`src/hw/rtl/cfnh_pkg.sv`:
```
`default_nettype none

package cfnh_pkg;

    // Hash mode codes
    localparam logic MODE_DJB2 = 1'b0;
    localparam logic MODE_FNV  = 1'b1;

    // Hash constants
    localparam logic [31:0] FNV_PRIME = 32'd16777619;
    localparam logic [31:0] FNV_SEED  = 32'd1268436527;
    localparam logic [31:0] DJB_SEED  = 32'd5381;
    localparam logic [31:0] DJB_MUL   = 32'd33;

    // Start value of a djb2 name after its first step, without the byte
    localparam logic [31:0] DJB_START = 32'(64'(DJB_MUL) * 64'(DJB_SEED));
    // FNV result for a name with no characters
    localparam logic [31:0] FNV_EMPTY = 32'(64'(FNV_PRIME) * 64'(FNV_SEED));

    localparam logic [7:0] CHAR_UPPER_A = 8'd65;
    localparam logic [7:0] CHAR_UPPER_Z = 8'd90;
    localparam logic [7:0] CASE_OFFSET  = 8'd32;

    // One finished name on its way to the output
    typedef struct packed {
        logic [31:0] hash;
        logic        need_final;
    } hash_item_t;

    // Fold A-Z to lower case, leave every other byte alone
    function automatic logic [7:0] fold_lower(input logic [7:0] c);
        logic [7:0] r;
        r = c;
        if (c >= CHAR_UPPER_A && c <= CHAR_UPPER_Z) begin
            r = c + CASE_OFFSET;
        end
        return r;
    endfunction

    // Multiply by the FNV prime modulo 2^32
    function automatic logic [31:0] fnv_mul(input logic [31:0] x);
        return x * FNV_PRIME;
    endfunction

endpackage

`default_nettype wire

```
`src/hw/rtl/cfnh_core.sv`:
```
`default_nettype none

module cfnh_core (
    input  wire logic                   aclk,
    input  wire logic                   aresetn,
    input  wire logic                   mode,
    input  wire logic                   s_valid,
    output logic                        s_ready,
    input  wire logic [7:0]             s_byte,
    input  wire logic                   s_last,
    input  wire logic                   s_empty,
    output logic                        item_valid,
    input  wire logic                   item_ready,
    output cfnh_pkg::hash_item_t        item
);
    import cfnh_pkg::*;

    logic        in_valid_reg;
    logic [7:0]  byte_reg;
    logic        last_reg;
    logic        empty_reg;
    logic [31:0] running_hash_reg;
    logic        at_start_reg;

    logic        is_result;
    logic        fire;
    logic [7:0]  c;
    logic [31:0] base;
    logic [31:0] hash_next;

    // A beat leaves the input register when it yields nothing or the next stage takes it
    assign is_result  = empty_reg | last_reg;
    assign fire       = in_valid_reg & (~is_result | item_ready);
    assign s_ready    = ~in_valid_reg | fire;
    assign item_valid = in_valid_reg & is_result;

    // One hash step on the registered byte
    always_comb begin
        c         = fold_lower(byte_reg);
        base      = running_hash_reg;
        hash_next = running_hash_reg;
        if (empty_reg) begin
            hash_next = (mode == MODE_FNV) ? FNV_EMPTY : '0;
        end else if (mode == MODE_FNV) begin
            base      = at_start_reg ? FNV_SEED : running_hash_reg;
            hash_next = fnv_mul(base ^ {24'd0, c});
        end else begin
            base      = at_start_reg ? DJB_START : 32'(running_hash_reg * DJB_MUL);
            hash_next = base + {24'd0, c};
        end
    end

    assign item.hash       = hash_next;
    assign item.need_final = ~empty_reg & last_reg & (mode == MODE_FNV);

    // Control state and running hash
    always_ff @(posedge aclk) begin
        if (!aresetn) begin
            in_valid_reg     <= 1'b0;
            running_hash_reg <= '0;
            at_start_reg     <= 1'b1;
        end else begin
            if (s_ready) begin
                in_valid_reg <= s_valid;
            end
            if (fire) begin
                running_hash_reg <= empty_reg ? '0 : hash_next;
                at_start_reg     <= is_result;
            end
        end
    end

    // Capture the incoming beat
    always_ff @(posedge aclk) begin
        if (s_valid && s_ready) begin
            byte_reg  <= s_byte;
            last_reg  <= s_last;
            empty_reg <= s_empty;
        end
    end

endmodule

`default_nettype wire

```
`src/hw/rtl/cfnh_final.sv`:
```
`default_nettype none

module cfnh_final (
    input  wire logic                   aclk,
    input  wire logic                   aresetn,
    input  wire logic                   item_valid,
    output logic                        item_ready,
    input  wire cfnh_pkg::hash_item_t   item,
    output logic                        m_valid,
    input  wire logic                   m_ready,
    output logic [31:0]                 m_hash
);
    import cfnh_pkg::*;

    logic        s2_valid_reg;
    hash_item_t  s2_item_reg;
    logic        out_valid_reg;
    logic [31:0] out_hash_reg;

    logic        out_open;
    logic        s2_fire;
    logic [31:0] final_hash;

    // Advance when the slot ahead is empty or draining
    assign out_open   = ~out_valid_reg | m_ready;
    assign s2_fire    = s2_valid_reg & out_open;
    assign item_ready = ~s2_valid_reg | s2_fire;

    // Extra FNV step with a zero byte closes the name
    assign final_hash = s2_item_reg.need_final ? fnv_mul(s2_item_reg.hash) : s2_item_reg.hash;

    always_ff @(posedge aclk) begin
        if (!aresetn) begin
            s2_valid_reg  <= 1'b0;
            out_valid_reg <= 1'b0;
        end else begin
            if (item_ready) begin
                s2_valid_reg <= item_valid;
            end
            if (out_open) begin
                out_valid_reg <= s2_valid_reg;
            end
        end
    end

    always_ff @(posedge aclk) begin
        if (item_valid && item_ready) begin
            s2_item_reg <= item;
        end
        if (s2_fire) begin
            out_hash_reg <= final_hash;
        end
    end

    assign m_valid = out_valid_reg;
    assign m_hash  = out_hash_reg;

endmodule

`default_nettype wire

```
`src/hw/rtl/case_folded_name_hash.sv`:
```
// A closing beat's hash passes the input, final-stage and output registers to m_tvalid. One
// name byte per cycle, set by the running-hash loop (one constant multiply), unless m_tready
// stalls a closing beat. The closing FNV multiply sits in its own stage after the hash loop.
// Reset: synchronous, active low; clears all valid flags, selects djb2, starts a new name.
`default_nettype none

module case_folded_name_hash (
    input  wire logic        aclk,
    input  wire logic        aresetn,
    input  wire logic        cfg_valid,
    output logic             cfg_ready,
    input  wire logic [0:0]  cfg_data,   // [0] hash_mode
    input  wire logic        s_tvalid,
    output logic             s_tready,
    input  wire logic [7:0]  s_tdata,    // [7:0] name_byte
    input  wire logic        s_tlast,
    input  wire logic [0:0]  s_tuser,    // [0] empty_name
    output logic             m_tvalid,
    input  wire logic        m_tready,
    output logic [31:0]      m_tdata     // [31:0] hash_value
);
    import cfnh_pkg::*;

    logic       mode_reg;
    logic       item_valid;
    logic       item_ready;
    hash_item_t item;

    // Mode register, always ready
    assign cfg_ready = 1'b1;

    always_ff @(posedge aclk) begin
        if (!aresetn) begin
            mode_reg <= MODE_DJB2;
        end else if (cfg_valid && cfg_ready) begin
            mode_reg <= cfg_data[0];
        end
    end

    cfnh_core u_core (
        .aclk       (aclk),
        .aresetn    (aresetn),
        .mode       (mode_reg),
        .s_valid    (s_tvalid),
        .s_ready    (s_tready),
        .s_byte     (s_tdata),
        .s_last     (s_tlast),
        .s_empty    (s_tuser[0]),
        .item_valid (item_valid),
        .item_ready (item_ready),
        .item       (item)
    );

    cfnh_final u_final (
        .aclk       (aclk),
        .aresetn    (aresetn),
        .item_valid (item_valid),
        .item_ready (item_ready),
        .item       (item),
        .m_valid    (m_tvalid),
        .m_ready    (m_tready),
        .m_hash     (m_tdata)
    );

    // Reset empties the pipe and opens the input
    a_reset_clears: assert property (@(posedge aclk)
        !aresetn |=> !m_tvalid && s_tready)
        else $error("pipe not empty after reset");

    // A finished name waiting on the final stage is not dropped
    a_item_held: assert property (@(posedge aclk) disable iff (!aresetn)
        item_valid && !item_ready |=> item_valid)
        else $error("finished name lost while stalled");

endmodule

`default_nettype wire
```
`config.mk`:
```
export PLATFORM = sky130hd
export DESIGN_NAME = case_folded_name_hash
export DESIGN_NICKNAME = d
export VERILOG_FILES = /design/src/hw/rtl/cfnh_pkg.sv /design/src/hw/rtl/cfnh_core.sv /design/src/hw/rtl/cfnh_final.sv /design/src/hw/rtl/case_folded_name_hash.sv
export SDC_FILE = /design/constraint.sdc
export NUM_CORES = 1
export LEC_CHECK = 0
export ABC_AREA = 1
export BUFFER_PORTS_ARGS = -buffer_cell sky130_fd_sc_hd__buf_2
export CORE_ASPECT_RATIO = 2
export CORE_MARGIN = 10
export CORE_UTILIZATION = 40
export CTS_BUF_LIST = sky130_fd_sc_hd__clkbuf_4
export CTS_CLUSTER_DIAMETER = 100
export DETAILED_ROUTE_END_ITERATION = 6
export PLACE_DENSITY = 0.58
export SLEW_MARGIN = 20
export SYNTH_ARGS = -nofsm -noshare
export SYNTH_HDL_FRONTEND = slang
export SYNTH_SLANG_ARGS = --single-unit
```
`constraint.sdc`:
```
create_clock -name aclk -period 12.5 [get_ports aclk]
set_input_delay 2.5 -clock aclk [delete_from_list [all_inputs] [get_ports aclk]]
set_output_delay 2.5 -clock aclk [all_outputs]
set_load 0.01 [all_outputs]
```
==> impl_results.md <==
* Hold path endpoint: u_core.running_hash_reg[4]
* CP Launch Point: u_core.byte_reg[4]
* Max cap viols at 0
* Relative slew slack at 35.0%
* DR vias/cell at 5.08
* Hold Buf Count CTS at 0
* I/O pin cnt at 51
* Die width at 179 um
* Critical Path Sink Type: flop
* Final TNS setup at 0 ps
* Deepest clock path buffer count at 2
* Initial Util at 40.4%
* CP required at 12920 ps
* Layout fillers at 5199
* Synth top area share at 28.2%
* Async S/R FF share, synth at 0%
* Syn Inst Count at 2583
* Worst Reg-to-Reg Cells at 28
* Post-synth EDFFs at 75
* Vias post-DR at 16630
* Die Height at 338 um
* Max stage delay cell, worst path: xnor2_2
* Vias in the first global route at 17714
* Area contributors post-synth: ha_1 28%, fa_1 15%, inv_1 12%
* Worst hold path type: reg2reg
* Crit path max fanout at 6
* Sink Count at 112
* Worst-skew pair later-pin latency at 660 ps
* Final period util at 58.9%
* R2r setup slk at 5140 ps
* Ys flop type: edfxtp_1
* Max FFs per register at 33
* CTS Buf Count at 9
* LEAKAGE at 0.0117 uW
* Clk pwr share at 5.2%
* P per Cell Area at 211 nW/um^2
* Worst slew pin tran at 975 ps
* FF-to-FF End: u_final.s2_item_reg[27]
* Routed Antenna Nets at 0
* DR DRC count at 0
* Die area at 60300 um^2
* Sequential area share after synthesis at 14.8%
* Share of layout cells above drive strength 1 at 7.09%
* Synth Register Bits at 112
* Average footprint of a synthesized cell at 7.81 um^2
* # rows at 116
* Worst reg2reg startpoint: u_core.byte_reg[4]
* Ys Warns at 0
* Post-synth top area cell: ha_1
* Hold path startpoint: u_core.running_hash_reg[4]
* Fmax at 0.136 GHz
* Nets at 3238
* First-pass GRT wire length at 94800 um
* Core area at 49900 um^2
* Worst vdd ir at 96.1 uV
* DP HPWL at 52900 um
* Design Power at 4500 uW
* Post-CTS Setup Bufs at 0
* CTS tree: done
* Seq pwr share at 11.1%
* Critical path launch point type: flop
* Routed wire length at 60300 um
* Sw frac at 58.2%
* Area Growth Syn to Fin at 5.90%
* Hold Fails Final Rpt at 0
* Worst hold path depth at 2
* Arr. time, crit path at 7780 ps
* Pin count of the biggest net entering global routing at 46
* Total gr overflow at 0
* RSZ-0062 raised after global routing: no
* Combinational group share of total power at 83.7%
* Worst setup path category: reg2reg
* Drt pass-1 iters at 6
* Fin crit period at 7360 ps
* # setup viols final at 0
* Unique masters post-synth at 57
* Syn_nets at 3204
* Gpl congestion at 0.964
* Root Buffer: clkbuf_4
* P_sw at 2620 uW
* Clock-pin slew on the worst setup and hold paths at 250 ps
* Internal at 1880 uW
* H-tree Lvls at 3
* Initial detailed-routing violation count at 871
* WL/cell at 18.4 um
* Synth Cell Area at 20200 um^2
* Slew Viols, Final at 0
* # port buffers at 49
* Initial antenna violation count at 2
* CTS resizes at 0
* Max incr delay on CP at 670 ps
* Clock Skews at 44.3 ps
* Status: finished clean
* Total GRT Usage at 20.7%
## per-layer routing
layer / GRT usage (%) / vias up / wire length [um]
met5: 0 / - / 17
met4: 13.6 / 2 / 4100
met3: 1.50 / 141 / 1090
met2: 42.4 / 290 / 35100
met1: 18.2 / 7949 / 20000
li1: - / 8248 / -
## cell usage after synthesis, types with 3 or more instances
cell	number
o21a_1	5
a21boi_0	6
a21oi_2	3
buf_1	4
ha_1	455
edfxtp_1	75
nand2_2	14
o211ai_1	5
xor2_1	25
nand3_1	101
nand3_2	17
nor3_1	18
nand2_1	449
buf_2	3
inv_1	630
inv_2	10
nand4_1	18
o21ai_1	6
a21o_1	6
nor2_1	150
o21bai_1	9
xnor2_1	32
o21ai_0	87
dfxtp_1	37
nand2_4	3
fa_1	150
a21oi_1	128
nor2_4	7
clkbuf_1	24
or2_2	26
a211oi_1	4
nor2_2	18
a31oi_1	18
nand3b_1	9
## final cells by class
cell class	instances	area, um^2	share of cell area [%]
Antenna cell	2	5.00	0.0234
Clock buffer	9	67.6	0.316
Clock inverter	7	108	0.504
Multi-Input combinational cell	1793	14600	68.5
Tap cell	649	812	3.80
Timing Repair Buffer	58	325	1.52
Sequential cell	112	2990	14.0
Inverter	643	2420	11.3
## placed cells by master, fill, tap and decap left out, types with 25 or more instances in the layout
cell type	n
nand3_1	101
xnor2_1	30
or2_2	26
a21oi_1	128
edfxtp_1	75
buf_2	49
inv_1	630
fa_1	150
xor2_1	25
nor2_1	148
ha_1	455
nand2_1	449
o21ai_0	87
dfxtp_1	37
## worst max-delay path, delay by kind of cell, from the launching register on
kind | cells | cell delay, ps
fa+ha+maj | 8 | 3020
compound gates | 1 | 180
simple gates | 13 | 2560
buf+inv | 5 | 240
xor+xnor | 1 | 670
flops | 1 | 470
## per-stage QoR
step / util [%] / worst slack [ps] / hold WS (ps) / instances / instance area (um^2)
2_1_floorplan: - / 6680 / 456 / 2583 / 20200
3_5_place_dp: 42.4 / 5240 / 507 / 3255 / 21200
4_1_cts: 42.8 / 5160 / 534 / 3271 / 21300
3_3_place_gp: 42.3 / 4830 / 489 / 3254 / 21100
6_report: 42.8 / 5140 / 540 / 3273 / 21400
5_1_grt: 42.8 / 4760 / 582 / 3272 / 21400
## power groups by stage
stage	clock network (uW)	logic [uW]	registers, uW
2_1_floorplan	0	2750	490
4_1_cts	242	3770	499
6_report	235	3760	498
3_5_place_dp	0	3740	507
3_3_place_gp	0	3720	507
5_1_grt	252	4320	501
## cells by family (layout without fill, tap and decap cells)
kind of cell | after synthesis | count (layout) | synth area share [%]
compound gates | 287 | 287 | 7.88
xor+xnor | 57 | 57 | 2.48
fa+ha+maj | 605 | 605 | 43.1
other cells | 1 | 3 | 0.0186
simple gates | 843 | 843 | 18.9
flops | 112 | 112 | 14.8
buf+inv | 678 | 717 | 12.8
## how the worst max path moves through the flow
| stage | end | slack, ps |
|---|---|---|
| after floorplan | u_final.s2_item_reg[28] | 6680 |
| after global placement | u_final.s2_item_reg[23] | 4830 |
| after detailed placement | u_final.s2_item_reg[27] | 5240 |
| after CTS | u_final.s2_item_reg[27] | 5160 |
| after global routing | u_final.s2_item_reg[27] | 4760 |
| final | u_final.s2_item_reg[27] | 5140 |
(Power assumes the default switching activity.)
